### src/hw/rtl/lbc_pkg.sv
// shared types, constants and round functions for the lblock cipher
package lbc_pkg;

    // field and state widths
    localparam int HALF_W         = 32;
    localparam int BLOCK_W        = 64;
    localparam int KEY_W          = 80;
    localparam int KEY_HIGH_W     = 16;
    localparam int RND_W          = 6;
    localparam int KIDX_W         = 5;
    localparam int CFG_IDX_W      = 2;
    localparam int CFG_DATA_W     = 64;
    localparam int MAX_ROUNDS_DEF = 32;

    // configuration register indexes
    localparam logic [CFG_IDX_W-1:0] CFG_KEY_HIGH    = 2'd0;
    localparam logic [CFG_IDX_W-1:0] CFG_KEY_LOW     = 2'd1;
    localparam logic [CFG_IDX_W-1:0] CFG_ROUND_COUNT = 2'd2;

    // round count after reset
    localparam logic [RND_W-1:0] ROUND_COUNT_RST = 6'd32;

    typedef logic [3:0] t_nib;

    // s-boxes 0..7 for the round function, 8 and 9 for the key schedule
    localparam t_nib SBOX [10][16] = '{
        '{4'd14, 4'd9,  4'd15, 4'd0,  4'd13, 4'd4,  4'd10, 4'd11,
          4'd1,  4'd2,  4'd8,  4'd3,  4'd7,  4'd6,  4'd12, 4'd5},
        '{4'd4,  4'd11, 4'd14, 4'd9,  4'd15, 4'd13, 4'd0,  4'd10,
          4'd7,  4'd12, 4'd5,  4'd6,  4'd2,  4'd8,  4'd1,  4'd3},
        '{4'd1,  4'd14, 4'd7,  4'd12, 4'd15, 4'd13, 4'd0,  4'd6,
          4'd11, 4'd5,  4'd9,  4'd3,  4'd2,  4'd4,  4'd8,  4'd10},
        '{4'd7,  4'd6,  4'd8,  4'd11, 4'd0,  4'd15, 4'd3,  4'd14,
          4'd9,  4'd10, 4'd12, 4'd13, 4'd5,  4'd2,  4'd4,  4'd1},
        '{4'd14, 4'd5,  4'd15, 4'd0,  4'd7,  4'd2,  4'd12, 4'd13,
          4'd1,  4'd8,  4'd4,  4'd9,  4'd11, 4'd10, 4'd6,  4'd3},
        '{4'd2,  4'd13, 4'd11, 4'd12, 4'd15, 4'd14, 4'd0,  4'd9,
          4'd7,  4'd10, 4'd6,  4'd3,  4'd1,  4'd8,  4'd4,  4'd5},
        '{4'd11, 4'd9,  4'd4,  4'd14, 4'd0,  4'd15, 4'd10, 4'd13,
          4'd6,  4'd12, 4'd5,  4'd7,  4'd3,  4'd8,  4'd1,  4'd2},
        '{4'd13, 4'd10, 4'd15, 4'd0,  4'd14, 4'd4,  4'd9,  4'd11,
          4'd2,  4'd1,  4'd8,  4'd3,  4'd7,  4'd5,  4'd12, 4'd6},
        '{4'd8,  4'd7,  4'd14, 4'd5,  4'd15, 4'd13, 4'd0,  4'd6,
          4'd11, 4'd12, 4'd9,  4'd10, 4'd2,  4'd4,  4'd1,  4'd3},
        '{4'd11, 4'd5,  4'd15, 4'd0,  4'd7,  4'd2,  4'd9,  4'd13,
          4'd4,  4'd8,  4'd1,  4'd12, 4'd14, 4'd10, 4'd3,  4'd6}
    };

    // nibble permutation, counted from the top nibble
    localparam int PERM [8] = '{1, 3, 0, 2, 5, 7, 4, 6};

    // one data word moving through the cell row
    typedef struct packed {
        logic              valid;
        logic              action;
        logic [HALF_W-1:0] a;
        logic [HALF_W-1:0] b;
    } t_stage;

    // round key write broadcast from the key schedule to the cells
    typedef struct packed {
        logic              en;
        logic [KIDX_W-1:0] idx;
        logic [HALF_W-1:0] val;
    } t_key_wr;

    // f = p(s(x xor k))
    function automatic logic [HALF_W-1:0] f_round(input logic [HALF_W-1:0] x,
                                                  input logic [HALF_W-1:0] k);
        logic [HALF_W-1:0] y;
        logic [HALF_W-1:0] s;
        logic [HALF_W-1:0] p;
        y = x ^ k;
        for (int j = 0; j < 8; j++) begin
            s[31-4*j -: 4] = SBOX[7-j][y[31-4*j -: 4]];
        end
        for (int j = 0; j < 8; j++) begin
            p[31-4*j -: 4] = s[31-4*PERM[j] -: 4];
        end
        return p;
    endfunction

    // one key schedule step: rotate left 29, s-boxes on top byte, fold in counter
    function automatic logic [KEY_W-1:0] f_key_step(input logic [KEY_W-1:0]  k,
                                                    input logic [KIDX_W-1:0] i);
        logic [KEY_W-1:0] r;
        r          = {k[50:0], k[79:51]};
        r[79:76]   = SBOX[9][r[79:76]];
        r[75:72]   = SBOX[8][r[75:72]];
        r[50:46]   = r[50:46] ^ i;
        return r;
    endfunction

endpackage

### src/hw/rtl/lbc_key_sched.sv
// key schedule sequencer: one round key per cycle, broadcast to the cells
module lbc_key_sched #(
    parameter int MAX_ROUNDS = lbc_pkg::MAX_ROUNDS_DEF
) (
    input  logic                     i_clk,
    input  logic                     i_rst_n,
    input  logic                     i_restart,
    input  logic [lbc_pkg::KEY_W-1:0] i_key,
    output lbc_pkg::t_key_wr         o_kw,
    output logic                     o_busy
);
    import lbc_pkg::*;

    localparam logic [KIDX_W-1:0] LAST_IDX = KIDX_W'(MAX_ROUNDS - 1);

    logic              r_busy;
    logic [KIDX_W-1:0] r_cnt;
    logic [KEY_W-1:0]  r_kreg;
    logic [KEY_W-1:0]  n_kreg;

    // first step loads the key, later steps advance the schedule
    always_comb begin
        if (r_cnt == '0) begin
            n_kreg = i_key;
        end else begin
            n_kreg = f_key_step(r_kreg, r_cnt);
        end
    end

    // sequencer control
    always_ff @(posedge i_clk) begin
        if (!i_rst_n) begin
            r_busy <= 1'b1;
            r_cnt  <= '0;
        end else if (i_restart) begin
            r_busy <= 1'b1;
            r_cnt  <= '0;
        end else if (r_busy) begin
            if (r_cnt == LAST_IDX) begin
                r_busy <= 1'b0;
                r_cnt  <= '0;
            end else begin
                r_cnt  <= r_cnt + 1'b1;
            end
        end
    end

    // key register
    always_ff @(posedge i_clk) begin
        if (r_busy) begin
            r_kreg <= n_kreg;
        end
    end

    assign o_kw.en  = r_busy;
    assign o_kw.idx = r_cnt;
    assign o_kw.val = n_kreg[KEY_W-1 -: HALF_W];
    assign o_busy   = r_busy;

    // round key writes only while the schedule runs
    a_kw_only_busy: assert property (@(posedge i_clk) disable iff (!i_rst_n)
        o_kw.en |-> o_busy)
        else $error("key write outside schedule run");

    // index advances by one per write until the last key
    a_idx_step: assert property (@(posedge i_clk) disable iff (!i_rst_n)
        (r_busy && !i_restart && r_cnt != LAST_IDX) |=>
            (r_busy && r_cnt == $past(r_cnt) + 1'b1))
        else $error("key index did not advance");

    // a run ends right after the last key
    a_run_end: assert property (@(posedge i_clk) disable iff (!i_rst_n)
        (r_busy && !i_restart && r_cnt == LAST_IDX) |=> !r_busy)
        else $error("schedule run did not end");

endmodule

### config.mk
export PLATFORM = sky130hd
export DESIGN_NAME = lbc_key_sched
export DESIGN_NICKNAME = d
export VERILOG_FILES = /design/src/hw/rtl/lbc_pkg.sv /design/src/hw/rtl/lbc_key_sched.sv
export SDC_FILE = /design/constraint.sdc
export NUM_CORES = 1
export LEC_CHECK = 0
export ABC_AREA = 1
export BUFFER_PORTS_ARGS = -buffer_cell sky130_fd_sc_hd__buf_2
export CORE_MARGIN = 2
export CORE_UTILIZATION = 35
export DETAILED_ROUTE_END_ITERATION = 7
export PLACE_DENSITY = 0.59
export SETUP_SLACK_MARGIN = 0.2
export SLEW_MARGIN = 20
export SYNTH_ARGS = -nofsm -noshare
export SYNTH_HDL_FRONTEND = slang
export SYNTH_SLANG_ARGS = --single-unit
export TNS_END_PERCENT = 50
### constraint.sdc
create_clock -name i_clk -period 5 [get_ports i_clk]
set_input_delay 1.25 -clock i_clk [delete_from_list [all_inputs] [get_ports i_clk]]
set_output_delay 1.25 -clock i_clk [all_outputs]
set_load 0.05 [all_outputs]
# Yosys cells after proc, flatten, opt, wreduce, memory -nomap -nowiden
# Memory sizes are Yosys's and may differ from the RTL's.
# Index checks and enable logic that the tools add are counted.
# W data, S select, Z words.
op_classes:
  n_addsub: 1
  n_reduce_logical: 2
  n_bitwise: 4
  muxes: 8
  order_cmp: 2
  eq_ne: 1
op_table:
  columns: ["cell", "count"]
  rows:
  - ["$mux W80", 1]
  - ["$mux W4", 4]
  - ["$ge A5 B5 Y1 const B", 2]
  - ["$not A4 Y5", 2]
  - ["$add A5 B1 Y5 const B", 1]
  - ["$eq A5 B5 Y1 const B", 1]
  - ["$logic_not A5 Y1", 1]
  - ["$mux W5", 1]
  - ["$xor A5 B5 Y5", 1]
  - ["$mux W1", 2]
  - ["$reduce_or A2 Y1", 1]
  - ["$not A1 Y1", 1]
word_totals:
  out_inout_bits: 39
  mem_bits_ro: 128
  reg_bits: 86
  n_memories: 2
  inputBits: 83
  wordCells: 23
mem_list:
  columns: ["name", "words", "word_bits", "read_ports", "rd_clocked_by_memory_dff", "write_ports", "line", "rtl"]
  rows:
  - ["(no name shown)", 16, 4, 1, 0, 0, "lbc_pkg.sv:89", "r[75:72] = SBOX[8][r[75:72]];"]
  - ["(no name shown)", 16, 4, 1, 0, 0, "lbc_pkg.sv:88", "r[79:76] = SBOX[9][r[79:76]];"]

# Depth between registers and ports, before layout
logic_depth:
  word_depth: 5
  mapped_depth: 9
  mapped_depth_nobuf: 7

# Worst setup path before layout
# OpenSTA, ideal clock, no wires.
synth_path:
  kind: "flip-flop to output port"
  from: "register r_busy (netlist: o_busy)"
  to: "output port o_kw[37] (netlist bit)"
  n_path_buf: 1
  setup_slack_ns: 0.868
  t_required_ns: 3.750
  arrival_time_ns: 2.882
  stages_incl_launch_ff: 2
  cell_sequence: "dfxtp_1 > buf_4"
synth_lines:
  columns: ["item", "line", "rtl"]
  rows:
  - ["start, declared", "lbc_key_sched.sv:16", "logic r_busy;"]
  - ["start signal, assigned", "lbc_key_sched.sv:33", "r_busy <= 1'b1;"]
  - ["start signal, assigned", "lbc_key_sched.sv:36", "r_busy <= 1'b1;"]
  - ["start signal, assigned", "lbc_key_sched.sv:40", "r_busy <= 1'b0;"]
  - ["end, declared", "lbc_key_sched.sv:9", "output lbc_pkg::t_key_wr o_kw,"]
# No word-level cell between the ends.

==> impl_metrics.env <==
export IMPL_crit_path_start_kind="flip-flop"
export IMPL_wire_per_inst_um=14.5
export IMPL_crit_family="simple AND/OR/NAND/NOR gates"
export IMPL_crit_type="flip-flop to output port"
export IMPL_fin_area_mm2=0.00512
export IMPL_clockBufferDepth=2
export IMPL_dieWidth_um=116
export IMPL_fmax_ghz=0.262
export IMPL_vias=3302
export IMPL_cts_setup_buffers=0
export IMPL_postSynthCellCount=455
export IMPL_cts_resized=0
export IMPL_dpl_hpwl_um=6840
export IMPL_path_clk_slew_ps=60
export IMPL_postPlaceCellArea_mm2=0.00484
export IMPL_synth_distinct_cells=23
export IMPL_hold_violations=0
export IMPL_holdBufCountCts=0
export IMPL_cts_buffers_inserted=9
export IMPL_synth_fp_nets=549
export IMPL_layout_common_cells="nand2_1, buf_2, edfxtp_1"
export IMPL_rows=40
export IMPL_final_common_cell="nand2_1"
export IMPL_drtPass1Iterations=4
export IMPL_clkLatencyLatePin_ps=340
export IMPL_core_area_mm2=0.0121
export IMPL_crit_fanout=90
export IMPL_grt_pass1_wl_um=15900
export IMPL_ys_warn_count=0
export IMPL_period_share_pct=76.4
export IMPL_max_slew_worst_pin_slew_ps=916
export IMPL_netlist_area_mm2=0.00437
export IMPL_routabilityCongestion=0.816
export IMPL_finalCriticalPeriod_ps=3820
export IMPL_slowest_stage="nand2_4"
export IMPL_power_density_mw_per_mm2=370
export IMPL_ys_seq_area_share_pct=57.8
export IMPL_htreeDepth=3
export IMPL_root_buffer="clkbuf_16"
export IMPL_wl_um=10300
export IMPL_stdcell_count=705
export IMPL_grt_overflow=0
export IMPL_initialDrtViolationCount=190
export IMPL_cts_tree="yes"
export IMPL_tns_ps=0
export IMPL_outcome="finished, final reports clean"
export IMPL_ys_seq_elements=86
export IMPL_leakage_nw=2.43
export IMPL_max_slew_margin_pct=38.9
export IMPL_drtAntennaViolNets=0
export IMPL_max_cap_violations=0
export IMPL_ios=122
export IMPL_min_path_type="flip-flop to flip-flop"
export IMPL_irDropWorstVdd_v=0.000178
export IMPL_end_kind="output port"
export IMPL_cpMostUsedCell="inv_1"
export IMPL_slew_violations=0
export IMPL_setup_viol=0
export IMPL_initial_core_util_pct=36.1
export IMPL_die_area_mm2=0.0134
export IMPL_place_inst=690
export IMPL_grt_max_degree=91
export IMPL_syn2layout_area_growth_pct=17.2
export IMPL_antenna_found_initial=0
export IMPL_finalPower_mw=1.89
export IMPL_crit_buf_inv=3
export IMPL_cts_num_sinks=86
export IMPL_max_stage_delay_ps=630
export IMPL_nets=627
export IMPL_syn_avg_cell_area_um2=9.60
export IMPL_crit_arrival_ps=2570
export IMPL_diodes=0
export IMPL_route_detailed_drc=0
export IMPL_gr_usage_all_layers_pct=15.6
export IMPL_fp_dieH_um=116
export IMPL_portBuffers=121
export IMPL_crit_required_ps=3750
export IMPL_drive_above_1_share_pct=26.3
export IMPL_routed_via_density=4.68
export IMPL_finalClockSkew_ps=6.19
export IMPL_path_cells="inv_1 > ha_1 > inv_1 > nor2_4 > nand2_4 > nor2_1 > a31oi_1 > buf_2"
export IMPL_rsz0062_at_grt="no"
export IMPL_grt_pass1_vias=3098
power by group:
part / internal, mW / total [mW] / switching (mW)
clock: 0.381 / 0.645 / 0.264
combinational: 0.0994 / 0.341 / 0.241
sequential: 0.875 / 0.908 / 0.0328
sequential cells by signal, summed over array words and instances, names as in the netlist:
name,cells
r_cnt,5
o_busy,1
r_kreg,80
layout make-up:
type                    instances  area [um2]
clock buffers                  10         229
clock inverters                 5        51.3
fillers                      1212        7000
inverters                      18        67.6
multi-input cells             294        1400
flip-flops and latches         86        2530
well taps                     168         210
repair buffers                124         628
logic make-up (layout without fill, tap and decap cells):
logic type      after synthesis  in the layout  share of synthesized area (%)
compound gates               26             26                           3.18
simple gates                251            251                           24.6
fa+ha+maj                    11             11                           3.15
buf+inv                      75            157                           10.1
xor+xnor                      6              6                           1.20
flops                        86             86                           57.8
path summary, 6_finish.rpt:
kind	from	endpoint	slack (ps)	cells after the start
setup / recovery	r_cnt[0]	o_kw[26]	1180	8
hold reg to reg	r_kreg[14]	r_kreg[43]	510	2
hold / removal	r_kreg[14]	r_kreg[43]	510	2
setup reg to reg	r_cnt[0]	r_kreg[74]	2880	6
stage by stage:
step	util (%)	hold WS, ps	worst slack [ps]
after floorplan	-	487	868
after global placement	39.9	492	1640
after detailed placement	39.9	495	1570
after CTS	42.2	509	1190
after global routing	42.2	530	960
final	42.2	509	1180
routing by layer:
layer / global-route usage [%] / up-vias / part of all wire [%] / routed length [um]
li1: - / 1653 / - / -
met1: 20.7 / 1528 / 46 / 4730
met2: 25.3 / 109 / 47 / 4770
met3: 3.61 / 12 / 5.6 / 572
met4: 5.63 / 0 / 1.8 / 182
met5: 0 / - / 0 / 0
synthesized netlist by cell type (all sizes together):
cell / instances / area share (%)
a21oi: 12 / 1.4
a31oi: 3 / 0.43
buf: 52 / 8.1
clkbuf: 5 / 0.43
dfxtp: 6 / 2.8
edfxtp: 80 / 55
ha: 11 / 3.2
inv: 18 / 1.5
nand2: 156 / 14
nand3: 77 / 8.8
nand4: 1 / 0.14
nor2: 15 / 1.8
nor3: 2 / 0.23
o211ai: 2 / 0.34
o21ai: 9 / 1.0
xnor2: 5 / 1.0
xor2: 1 / 0.20
worst register-to-register path: stages (launching register included):
cell and delay, ps:
dfxtp_1 430, inv_1 110, ha_1 200, inv_1 90, nor2_4 50, nand2_4 630, a31oi_1 310
Power figures use the tool's default switching activity.
