<file path="config.mk">
export PLATFORM = sky130hd
export DESIGN_NAME = lbc_round_cell
export DESIGN_NICKNAME = d
export VERILOG_FILES = /design/src/hw/rtl/lbc_pkg.sv /design/src/hw/rtl/lbc_round_cell.sv
export SDC_FILE = /design/constraint.sdc
export NUM_CORES = 1
export LEC_CHECK = 0
export CAP_MARGIN = 10
export CORE_ASPECT_RATIO = 0.9
export CORE_MARGIN = 5
export CORE_UTILIZATION = 55
export DETAILED_ROUTE_END_ITERATION = 10
export DONT_BUFFER_PORTS = 1
export PLACE_DENSITY = 0.71
export SLEW_MARGIN = 20
export SYNTH_ARGS = -nofsm -noshare
export SYNTH_HDL_FRONTEND = slang
export SYNTH_SLANG_ARGS = --single-unit
</file>
<file path="constraint.sdc">
create_clock -name i_clk -period 4 [get_ports i_clk]
set_input_delay 0.2 -clock i_clk [delete_from_list [all_inputs] [get_ports i_clk]]
set_output_delay 0.2 -clock i_clk [all_outputs]
set_load 0.005 [all_outputs]
</file>
<file path="src/hw/rtl/lbc_pkg.sv">
// shared types, constants and round functions for the lblock cipher
package lbc_pkg;

    // field and state widths
    localparam int HALF_W         = 32;
    localparam int BLOCK_W        = 64;
    localparam int KEY_W          = 80;
    localparam int KEY_HIGH_W     = 16;
    localparam int RND_W          = 6;
    localparam int KIDX_W         = 5;
    localparam int CFG_IDX_W      = 2;
    localparam int CFG_DATA_W     = 64;
    localparam int MAX_ROUNDS_DEF = 32;

    // configuration register indexes
    localparam logic [CFG_IDX_W-1:0] CFG_KEY_HIGH    = 2'd0;
    localparam logic [CFG_IDX_W-1:0] CFG_KEY_LOW     = 2'd1;
    localparam logic [CFG_IDX_W-1:0] CFG_ROUND_COUNT = 2'd2;

    // round count after reset
    localparam logic [RND_W-1:0] ROUND_COUNT_RST = 6'd32;

    typedef logic [3:0] t_nib;

    // s-boxes 0..7 for the round function, 8 and 9 for the key schedule
    localparam t_nib SBOX [10][16] = '{
        '{4'd14, 4'd9,  4'd15, 4'd0,  4'd13, 4'd4,  4'd10, 4'd11,
          4'd1,  4'd2,  4'd8,  4'd3,  4'd7,  4'd6,  4'd12, 4'd5},
        '{4'd4,  4'd11, 4'd14, 4'd9,  4'd15, 4'd13, 4'd0,  4'd10,
          4'd7,  4'd12, 4'd5,  4'd6,  4'd2,  4'd8,  4'd1,  4'd3},
        '{4'd1,  4'd14, 4'd7,  4'd12, 4'd15, 4'd13, 4'd0,  4'd6,
          4'd11, 4'd5,  4'd9,  4'd3,  4'd2,  4'd4,  4'd8,  4'd10},
        '{4'd7,  4'd6,  4'd8,  4'd11, 4'd0,  4'd15, 4'd3,  4'd14,
          4'd9,  4'd10, 4'd12, 4'd13, 4'd5,  4'd2,  4'd4,  4'd1},
        '{4'd14, 4'd5,  4'd15, 4'd0,  4'd7,  4'd2,  4'd12, 4'd13,
          4'd1,  4'd8,  4'd4,  4'd9,  4'd11, 4'd10, 4'd6,  4'd3},
        '{4'd2,  4'd13, 4'd11, 4'd12, 4'd15, 4'd14, 4'd0,  4'd9,
          4'd7,  4'd10, 4'd6,  4'd3,  4'd1,  4'd8,  4'd4,  4'd5},
        '{4'd11, 4'd9,  4'd4,  4'd14, 4'd0,  4'd15, 4'd10, 4'd13,
          4'd6,  4'd12, 4'd5,  4'd7,  4'd3,  4'd8,  4'd1,  4'd2},
        '{4'd13, 4'd10, 4'd15, 4'd0,  4'd14, 4'd4,  4'd9,  4'd11,
          4'd2,  4'd1,  4'd8,  4'd3,  4'd7,  4'd5,  4'd12, 4'd6},
        '{4'd8,  4'd7,  4'd14, 4'd5,  4'd15, 4'd13, 4'd0,  4'd6,
          4'd11, 4'd12, 4'd9,  4'd10, 4'd2,  4'd4,  4'd1,  4'd3},
        '{4'd11, 4'd5,  4'd15, 4'd0,  4'd7,  4'd2,  4'd9,  4'd13,
          4'd4,  4'd8,  4'd1,  4'd12, 4'd14, 4'd10, 4'd3,  4'd6}
    };

    // nibble permutation, counted from the top nibble
    localparam int PERM [8] = '{1, 3, 0, 2, 5, 7, 4, 6};

    // one data word moving through the cell row
    typedef struct packed {
        logic              valid;
        logic              action;
        logic [HALF_W-1:0] a;
        logic [HALF_W-1:0] b;
    } t_stage;

    // round key write broadcast from the key schedule to the cells
    typedef struct packed {
        logic              en;
        logic [KIDX_W-1:0] idx;
        logic [HALF_W-1:0] val;
    } t_key_wr;

    // f = p(s(x xor k))
    function automatic logic [HALF_W-1:0] f_round(input logic [HALF_W-1:0] x,
                                                  input logic [HALF_W-1:0] k);
        logic [HALF_W-1:0] y;
        logic [HALF_W-1:0] s;
        logic [HALF_W-1:0] p;
        y = x ^ k;
        for (int j = 0; j < 8; j++) begin
            s[31-4*j -: 4] = SBOX[7-j][y[31-4*j -: 4]];
        end
        for (int j = 0; j < 8; j++) begin
            p[31-4*j -: 4] = s[31-4*PERM[j] -: 4];
        end
        return p;
    endfunction

    // one key schedule step: rotate left 29, s-boxes on top byte, fold in counter
    function automatic logic [KEY_W-1:0] f_key_step(input logic [KEY_W-1:0]  k,
                                                    input logic [KIDX_W-1:0] i);
        logic [KEY_W-1:0] r;
        r          = {k[50:0], k[79:51]};
        r[79:76]   = SBOX[9][r[79:76]];
        r[75:72]   = SBOX[8][r[75:72]];
        r[50:46]   = r[50:46] ^ i;
        return r;
    endfunction

endpackage

</file>
<file path="src/hw/rtl/lbc_round_cell.sv">
// one feistel round cell: holds its two round keys and one pipeline stage
module lbc_round_cell #(
    parameter int MAX_ROUNDS = lbc_pkg::MAX_ROUNDS_DEF,
    parameter int STAGE      = 0
) (
    input  logic                      i_clk,
    input  logic                      i_rst_n,
    input  lbc_pkg::t_key_wr          i_kw,
    input  logic [lbc_pkg::RND_W-1:0] i_rounds,
    input  lbc_pkg::t_stage           i_stage,
    output lbc_pkg::t_stage           o_stage
);
    import lbc_pkg::*;

    localparam logic [KIDX_W-1:0] ENC_IDX = KIDX_W'(STAGE);
    localparam logic [KIDX_W-1:0] DEC_IDX = KIDX_W'(MAX_ROUNDS - 1 - STAGE);
    localparam logic [RND_W-1:0]  STG     = RND_W'(STAGE);
    localparam logic [RND_W-1:0]  MAXR    = RND_W'(MAX_ROUNDS);

    logic [HALF_W-1:0] r_rk_enc;
    logic [HALF_W-1:0] r_rk_dec;
    logic              r_valid;
    logic              r_action;
    logic [HALF_W-1:0] r_a;
    logic [HALF_W-1:0] r_b;
    logic [HALF_W-1:0] n_a;
    logic [HALF_W-1:0] w_f;
    logic [HALF_W-1:0] w_t;
    logic              w_active;

    // capture this cell's round keys from the schedule broadcast
    always_ff @(posedge i_clk) begin
        if (i_kw.en && i_kw.idx == ENC_IDX) begin
            r_rk_enc <= i_kw.val;
        end
        if (i_kw.en && i_kw.idx == DEC_IDX) begin
            r_rk_dec <= i_kw.val;
        end
    end

    // encryption uses the first cells, decryption the last ones
    always_comb begin
        if (i_stage.action) begin
            w_active = (STG + i_rounds) >= MAXR;
            w_f      = f_round(i_stage.a, r_rk_dec);
        end else begin
            w_active = STG < i_rounds;
            w_f      = f_round(i_stage.a, r_rk_enc);
        end
        w_t = i_stage.b ^ w_f;
        if (i_stage.action) begin
            n_a = {w_t[7:0], w_t[31:8]};
        end else begin
            n_a = {i_stage.b[23:0], i_stage.b[31:24]} ^ w_f;
        end
    end

    // stage valid
    always_ff @(posedge i_clk) begin
        if (!i_rst_n) begin
            r_valid <= 1'b0;
        end else begin
            r_valid <= i_stage.valid;
        end
    end

    // stage payload, halves passed on unchanged when this cell is not one of the active rounds
    always_ff @(posedge i_clk) begin
        r_action <= i_stage.action;
        if (w_active) begin
            r_a <= n_a;
            r_b <= i_stage.a;
        end else begin
            r_a <= i_stage.a;
            r_b <= i_stage.b;
        end
    end

    assign o_stage.valid  = r_valid;
    assign o_stage.action = r_action;
    assign o_stage.a      = r_a;
    assign o_stage.b      = r_b;

endmodule

</file>
* Yosys cells after proc, flatten, opt, wreduce, memory -nomap -nowiden
Memories as Yosys holds them, arrays and structs flattened.
Cells that the tools add are included.
** Operators by class
- $lt $le $gt $ge :: 18
- Equal/unequal tests :: 1
- Mux-type cells :: 37
- Bitwise logic cells :: 20
- Reductions and logical operators :: 3
** Operator list (number)
- 32-bit 2-to-1 mux :: 4
- 4-bit 2-to-1 mux :: 32
- 32-bit bitwise XOR :: 4
- 5-bit greater-or-equal comparator, second input constant :: 16
- 4-bit inverter with 5-bit output :: 16
- 6-bit greater-or-equal comparator, second input constant :: 1
- 1-bit by 6-bit < comparator with 1-bit output, first input constant :: 1
- 5-bit == test, second input constant :: 1
- 5-bit logical NOT :: 1
- 1-bit logical AND :: 2
- 1-bit 2-to-1 mux :: 1
** Word-level totals
- Register bits :: 130
- Bits in read-only memories :: 1024
- Memories kept :: 16
** Memory list
- (no name shown) :: depth 16, bits a word 4, rd ports 1, clocked after Yosys merged registers in 0, wr ports 0, line lbc_pkg.sv:75 : s[31-4*j -: 4] = SBOX[7-j][y[31-4*j -: 4]];
- (no name shown) :: depth 16, bits a word 4, rd ports 1, clocked after Yosys merged registers in 0, wr ports 0, line lbc_pkg.sv:75
- (no name shown) :: depth 16, bits a word 4, rd ports 1, clocked after Yosys merged registers in 0, wr ports 0, line lbc_pkg.sv:75
- (no name shown) :: depth 16, bits a word 4, rd ports 1, clocked after Yosys merged registers in 0, wr ports 0, line lbc_pkg.sv:75
- (no name shown) :: depth 16, bits a word 4, rd ports 1, clocked after Yosys merged registers in 0, wr ports 0, line lbc_pkg.sv:75
- (no name shown) :: depth 16, bits a word 4, rd ports 1, clocked after Yosys merged registers in 0, wr ports 0, line lbc_pkg.sv:75
- +10 memories

* Logic depth before layout (Yosys ltp)
Gate-level depths: netlist of run 1.
- Depth in word-level cells :: 9
- Mapped depth :: 8
- Depth with buffers taken out :: 8

* Worst setup path before layout of run 1
OpenSTA, ideal clock, no wires.
- Path type :: input to register
- Start point :: in i_kw[34] in the netlist's numbering
- End point :: reg r_rk_enc[0] (enable)
- Library setup time :: 0.461 ns
- Data arrival time :: 3.078 ns
- Path slack :: 0.460 ns
- Cell stages on the path :: 2
- Buffers on the path :: 0
- Cells stage by stage :: or4b_2 nor3_1
** On the way
- Cells in the longest elaborated chain, start to end :: 2
** Ends and longest elaborated chain
- start: declaration :: line lbc_round_cell.sv:8 : input lbc_pkg::t_key_wr i_kw,
- 5-bit logical NOT :: line lbc_round_cell.sv:33 : if (i_kw.en && i_kw.idx == ENC_IDX) begin
- 1-bit logical AND :: line lbc_round_cell.sv:33
- end signal: assignment :: line lbc_round_cell.sv:34 : r_rk_enc <= i_kw.val;
- end: declaration :: line lbc_round_cell.sv:20 : logic [HALF_W-1:0] r_rk_enc;
Every way passes these cells.
A chain may end at the register's enable or synchronous reset.

* Final worst setup path of run 1
- Start point :: reg r_rk_enc[1]
- End point :: reg r_a[8]
** On the way
- Cells in the longest elaborated chain, start to end :: 9
** Ends and longest elaborated chain
- 32-bit bitwise XOR :: line lbc_pkg.sv:73 : y = x ^ k;
- 4-bit inverter with 5-bit output (implied by the code) :: line lbc_pkg.sv:75
- memory read 16 x 4 bit
- 4-bit 2-to-1 mux (implied by the code) (2 in series) :: line lbc_pkg.sv:75
- 32-bit 2-to-1 mux :: line lbc_round_cell.sv:43 : if (i_stage.action) begin
- 32-bit bitwise XOR :: line lbc_round_cell.sv:54 : n_a = {i_stage.b[23:0], i_stage.b[31:24]} ^ w_f;
- 32-bit 2-to-1 mux :: line lbc_round_cell.sv:51 : if (i_stage.action) begin
- 32-bit 2-to-1 mux :: line lbc_round_cell.sv:70 : if (w_active) begin
- end signal: assignment :: line lbc_round_cell.sv:71 : r_a <= n_a;
- end signal: assignment :: line lbc_round_cell.sv:74 : r_a <= i_stage.a;
- end: declaration :: line lbc_round_cell.sv:24 : logic [HALF_W-1:0] r_a;
Every way passes these cells. The select of a mux whose other input is x is not followed.

==> flow_summary.ini, run 1 <==
[run_status]
run_status = finished, final reports clean

[final_layout]
fin_nets = 956
final_common_cell = nand2_1
layout_common_cells = 121 x nand2_1, 113 x dlygate4sd3_1, 97 x xnor2_1
final_layout_size_suffix_gt1_frac = 0.0615
antennaDiodeCount = 0
final_util = 0.710
syn2layout_area_growth_pct = 26.0

[power_and_ir_drop]
power.share.sequential = 0.418
ir_drop_v = 0.000322
power.share.clock = 0.412
internal-power_mw = 2.76
power.switching_mw = 0.952
fin_total_pwr_mw = 3.72
leakage_nw = 3.67
switching_share = 0.256
powerDensity_mw_per_mm2 = 409
power_frac_comb = 0.171

[floorplanning]
row_count = 39
core_area_mm2 = 0.0128
die_width_um = 131
die_area_mm2 = 0.0155
chipHeight_um = 119
ios = 178
initial_core_util = 0.563

[grt]
antenna_found_initial = 1
grt-ovfl-total = 0
grt_max_degree = 40
first_global_vias = 5932
busiest_layer = met2
grt_use_met2 = 0.425
grt_pass1_wl_mm = 32.7
grt_util_all_layers = 0.282
met1_usage = 0.359
met3_usage = 0.124

[job]
maxCapViolCount = 0

[sta]
finalWorstSetupSlack_ps = 1450
fmax_mhz = 392
setup_viol = 0
finalCritPeriodShare = 0.638
final-max-slew-violation-count = 0
worstMarginPinSlew_ps = 1080
skew_ps = 9.23
tns_ps = 0
min_period_ps = 2550
max_slew_margin = 0.278
hold_viol_final = 0
rsz0062_at_grt = no

[logic_synthesis]
ys_async_sr_fraction = 0
synth_ff_type = dfxtp_1
synth_compound_area_frac = 0.0987
synth_cell_types = 50
yosys.area_share.xor_xnor = 0.191
netlist_instances = 703
ys_seq_area_frac = 0.450
synth_warnings = 0
synth-simple-area-share = 0.122
syn_area_mm2 = 0.00720
muxShareOfSynthArea = 0.0620
ys_ff_latch = 130
synth-adder-area-share = 0.0486
synth-edff-count = 64
synth_area_per_cell_um2 = 10.2
synth_top_family_by_area = XOR/XNOR gates
synth_nets = 843

[cts]
root_buffer = clkbuf_16
cts_tree = done
clock_sinks = 130
cts_setup_buffers = 0
numCtsBuffers = 17
h-tree-depth = 4
cts_buffer_depth = 2
clock_latency_ps = 430
clk_pin_slew_worst_paths_ps = 60

[worst_setup_path]
cp-end-kind = flop
cp-start-kind = flop
critical_path_class = reg2reg
cp_data_required_time_ps = 4310
path_max_fanout = 3
cp.arrival_ps = 2860

[detailed_routing]
first_pass_iters = 7
ant_nets = 0
first_iter_violations = 564
vias = 5830
routedWlPerCell_um = 22.1
viasPerCell = 5.87
drc = 0
wirelength_mm = 21.9

[place]
dp_slack_ps = 1910
gp_congestion = 0.883
dp_hpwl_mm = 15.0
numPortBuffers = 0

[hold_path]
hold_class = in2reg
## cell type report
type	count	area, µm²
clock inverters	7	70.1
well taps	164	205
inverters	24	90.1
flip-flops and latches	130	3240
clock buffers	25	518
repair buffers	117	1160
multi-input cells	526	3790
fillers	926	3710
## through the flow
step | instance area [µm²] | instances | hold slack, ps
4_1_cts | 9070 | 993 | 0.305
2_1_floorplan | 7200 | 703 | 228
5_1_grt | 9070 | 993 | 15.7
3_5_place_dp | 7360 | 848 | 232
6_report | 9070 | 993 | 15.0
3_3_place_gp | 7360 | 848 | 232
## flip-flops by register name (all words and copies together), names as in the netlist
register / count
r_rk_dec: 32
r_action: 1
r_a: 32
r_b: 32
r_valid: 1
r_rk_enc: 32
## worst paths after layout
kind	start	slack, ps	end	depth (start not counted)
worst max-delay path	r_rk_enc[1]	1450	r_a[8]	8
worst min-delay path	i_stage[64]	10	r_a[19]	2
worst max register to register	r_rk_enc[1]	1450	r_a[8]	8
worst min register to register	r_rk_dec[4]	880	r_a[26]	4
## kinds of logic (layout without fill, tap and decap cells)
family | Yosys count | count (layout)
AOI/OAI and AO/OA | 108 | 108
and+or+nand+nor | 198 | 198
buffers and inverters | 47 | 173
adders and majority gates | 28 | 28
xor gates and xnor gates | 148 | 148
muxes | 44 | 44
DFF | 130 | 130
## worst max-delay path: stages, from the launching register on
cell and delay [ps]:
edfxtp_1 380, xnor2_1 300, inv_1 140, ha_1 280, and3_1 150, or3_1 340, a32oi_1 180, o21ai_1 70
dlygate4sd3_1 580
## power by group through the flow
stage	Clock [mW]	Sequential, mW	Combinational, mW
6_report	1.53	1.55	0.634
5_1_grt	1.61	1.56	0.687
4_1_cts	1.54	1.55	0.618
3_5_place_dp	0	1.58	0.492
3_3_place_gp	0	1.58	0.477
2_1_floorplan	0	1.55	0.405
## timing repair
action                     CTS  global route
hold buffers               113             0
resized for setup            0             0
setup endpoints to repair    0             0
hold endpoints to repair   130             0
## cells in the mapped netlist, types with 10 or more instances
master | instances | area, µm²
mux2i_1 | 39 | 390
ha_1 | 28 | 350
dfxtp_1 | 66 | 1320
edfxtp_1 | 64 | 1920
inv_1 | 22 | 82.6
xor2_1 | 40 | 350
o21ai_1 | 18 | 90.1
xnor2_1 | 97 | 850
nor2_1 | 21 | 78.8
a21oi_1 | 21 | 105
nand2_1 | 121 | 454
buf_2 | 10 | 50.1
clkbuf_1 | 10 | 37.5
o21ai_0 | 12 | 60.1
## per-layer routing
metal	wire [µm]	share of wire
met1	8280	0.38
met2	9850	0.45
met3	3070	0.14
met4	717	0.033
met5	12	0.00055
(Power assumes the default switching activity.)
==> run 2: changes to the inputs <==
- PLACE_DENSITY: 0.71 -> 0.74
- clock period: 4 -> 2 ns (I/O delays scaled with it)
==> run 2 against run 1 <==
  * Core utilization increased by 2.6 points
  * Critical path type is now in2reg
  * Final cell count up 3.5%
  * Critical path depth unchanged
  * Clock skew up 3.2 ps
  * Sequential cell count did not move
  * Total power grew 96%
  * Register-to-register slack worse by 1400 ps
  * Via count grew 4.9%
  * Global-route usage rose by 1.9 points
  * Sequential power rose by 99%
==> flow_summary.ini, run 2 (synthesis gave the netlist of run 1 again) <==
[grt]
grt_max_degree = 40
met1_usage = 0.383
grt_util_all_layers = 0.301
grt_use_met2 = 0.465
first_global_vias = 5972
busiest_layer = met2
grt_pass1_wl_mm = 34.9
antenna_found_initial = 1
met3_usage = 0.110
grt-ovfl-total = 0

[final_layout]
final_layout_size_suffix_gt1_frac = 0.0938
antennaDiodeCount = 0
final_common_cell = dlygate4sd3_1
stdcell_count = 1028
post-route-cell-area_mm2 = 0.00941
seqCellArea_mm2 = 0.00324
fin_nets = 991
layout_common_cells = 127 x dlygate4sd3_1, 121 x nand2_1, 92 x xnor2_1
fill_cells = 860
syn2layout_area_growth_pct = 30.6
multiInputGateArea_mm2 = 0.00384
final_util = 0.736

[detailed_routing]
first_pass_iters = 6
viasPerCell = 5.95
routedWlPerCell_um = 22.9
first_iter_violations = 669
drc = 0
vias = 6115
wirelength_mm = 23.5
ant_nets = 0

[sta]
skew_ps = 12.4
final-max-slew-violation-count = 0
finalCritPeriodShare = 0.964
fmax_mhz = 519
hold_viol_final = 0
hold_slack_ps = 18.6
max_slew_margin = 0.540
min_period_ps = 1930
setup_viol = 0
worstMarginPinSlew_ps = 689

[power_and_ir_drop]
leakage_nw = 3.84
ir_drop_v = 0.000738
powerDensity_mw_per_mm2 = 775
fin_total_pwr_mw = 7.30

[worst_setup_path]
cp-end-kind = flop
slowest_delay_ps = 590
cp-endpoint = r_b[20]
rr_startpoint = r_rk_enc[29]
critical_path_cell_count = 8
timing.rr.end = r_a[23]
cp_data_required_time_ps = 2370
cp.arrival_ps = 2300
path_max_fanout = 27
cp_cell_sequence = dlygate4sd3_1, o21ai_4, buf_4, buf_12, buf_4, nand2_1, nand2_1, dlygate4sd3_1
reg2reg_depth = 7
cpMaxStageDelayCell = dlygate4sd3_1
critical_path_class = in2reg
path_delay_family = buffers and inverters
cp-start-kind = input pin
cp-startpoint = i_rounds[5]
reg2reg_slack_ps = 80
path_buf_inv = 5

[run_status]
run_status = finished, final reports clean

[place]
dp.cells = 863
gp_congestion = 0.862
dp_hpwl_mm = 15.2
dpl_cell_area_mm2 = 0.00751
numPortBuffers = 0

[cts]
clock_sinks = 130
h-tree-depth = 4
cts_buffer_depth = 2
root_buffer = clkbuf_16
clock_latency_ps = 440
cts_tree = done
numCtsBuffers = 17
clk_pin_slew_worst_paths_ps = 60

[hold_path]
hold_class = in2reg

[floorplanning]
chipHeight_um = 119
row_count = 39
initial_core_util = 0.563
core_area_mm2 = 0.0128
die_area_mm2 = 0.0155
ios = 178
die_width_um = 131

[job]
maxCapViolCount = 0
[run 2: worst min path at each step]
stage / from / endpoint / slack [ps] / depth (start not counted)
2_1_floorplan: i_stage[64] / r_action / 130 / 0
3_3_place_gp: i_stage[64] / r_action / 130 / 0
3_5_place_dp: i_stage[64] / r_action / 130 / 0
4_1_cts: i_stage[27] / r_a[3] / 0.8 / 2
5_1_grt: i_stage[27] / r_a[3] / 20 / 2
6_report: i_stage[27] / r_a[3] / 20 / 2
[run 2: cell type report]
type                            instances  area share
Multi-Input combinational cell        526       0.408
Sequential cell                       130       0.345
Timing Repair Buffer                  152       0.159
Clock buffer                           19      0.0471
Tap cell                              164      0.0218
Inverter                               24     0.00957
Clock inverter                         13     0.00944
[run 2: per-stage QoR]
stage | setup slack (ps) | setup TNS, ps
final | 71.5 | 0
after global routing | -12.9 | -16.5
after floorplan | 30.8 | 0
after detailed placement | 42.2 | 0
after CTS | 28.5 | 0
after global placement | 66.0 | 0
[run 2: routing by layer]
metal  vias to the layer above  wire length (µm)
met4                         2              1020
met1                      2882              9030
li1                       2720                 -
met3                        91              2750
met2                       420             10700
met5                         -                25
[run 2: power by group]
part	switching [mW]	total, mW	internal, mW
Combinational	0.696	1.38	0.685
Sequential	0.117	3.09	2.98
Clock	1.22	2.82	1.61
[run 2: timing repair]
action | CTS | global route
pin swaps | 0 | 2
resized for setup | 1 | 6
setup buffers | 0 | 6
setup endpoints to repair | 1 | 9
hold endpoints to repair | 130 | 0
hold buffers | 127 | 0
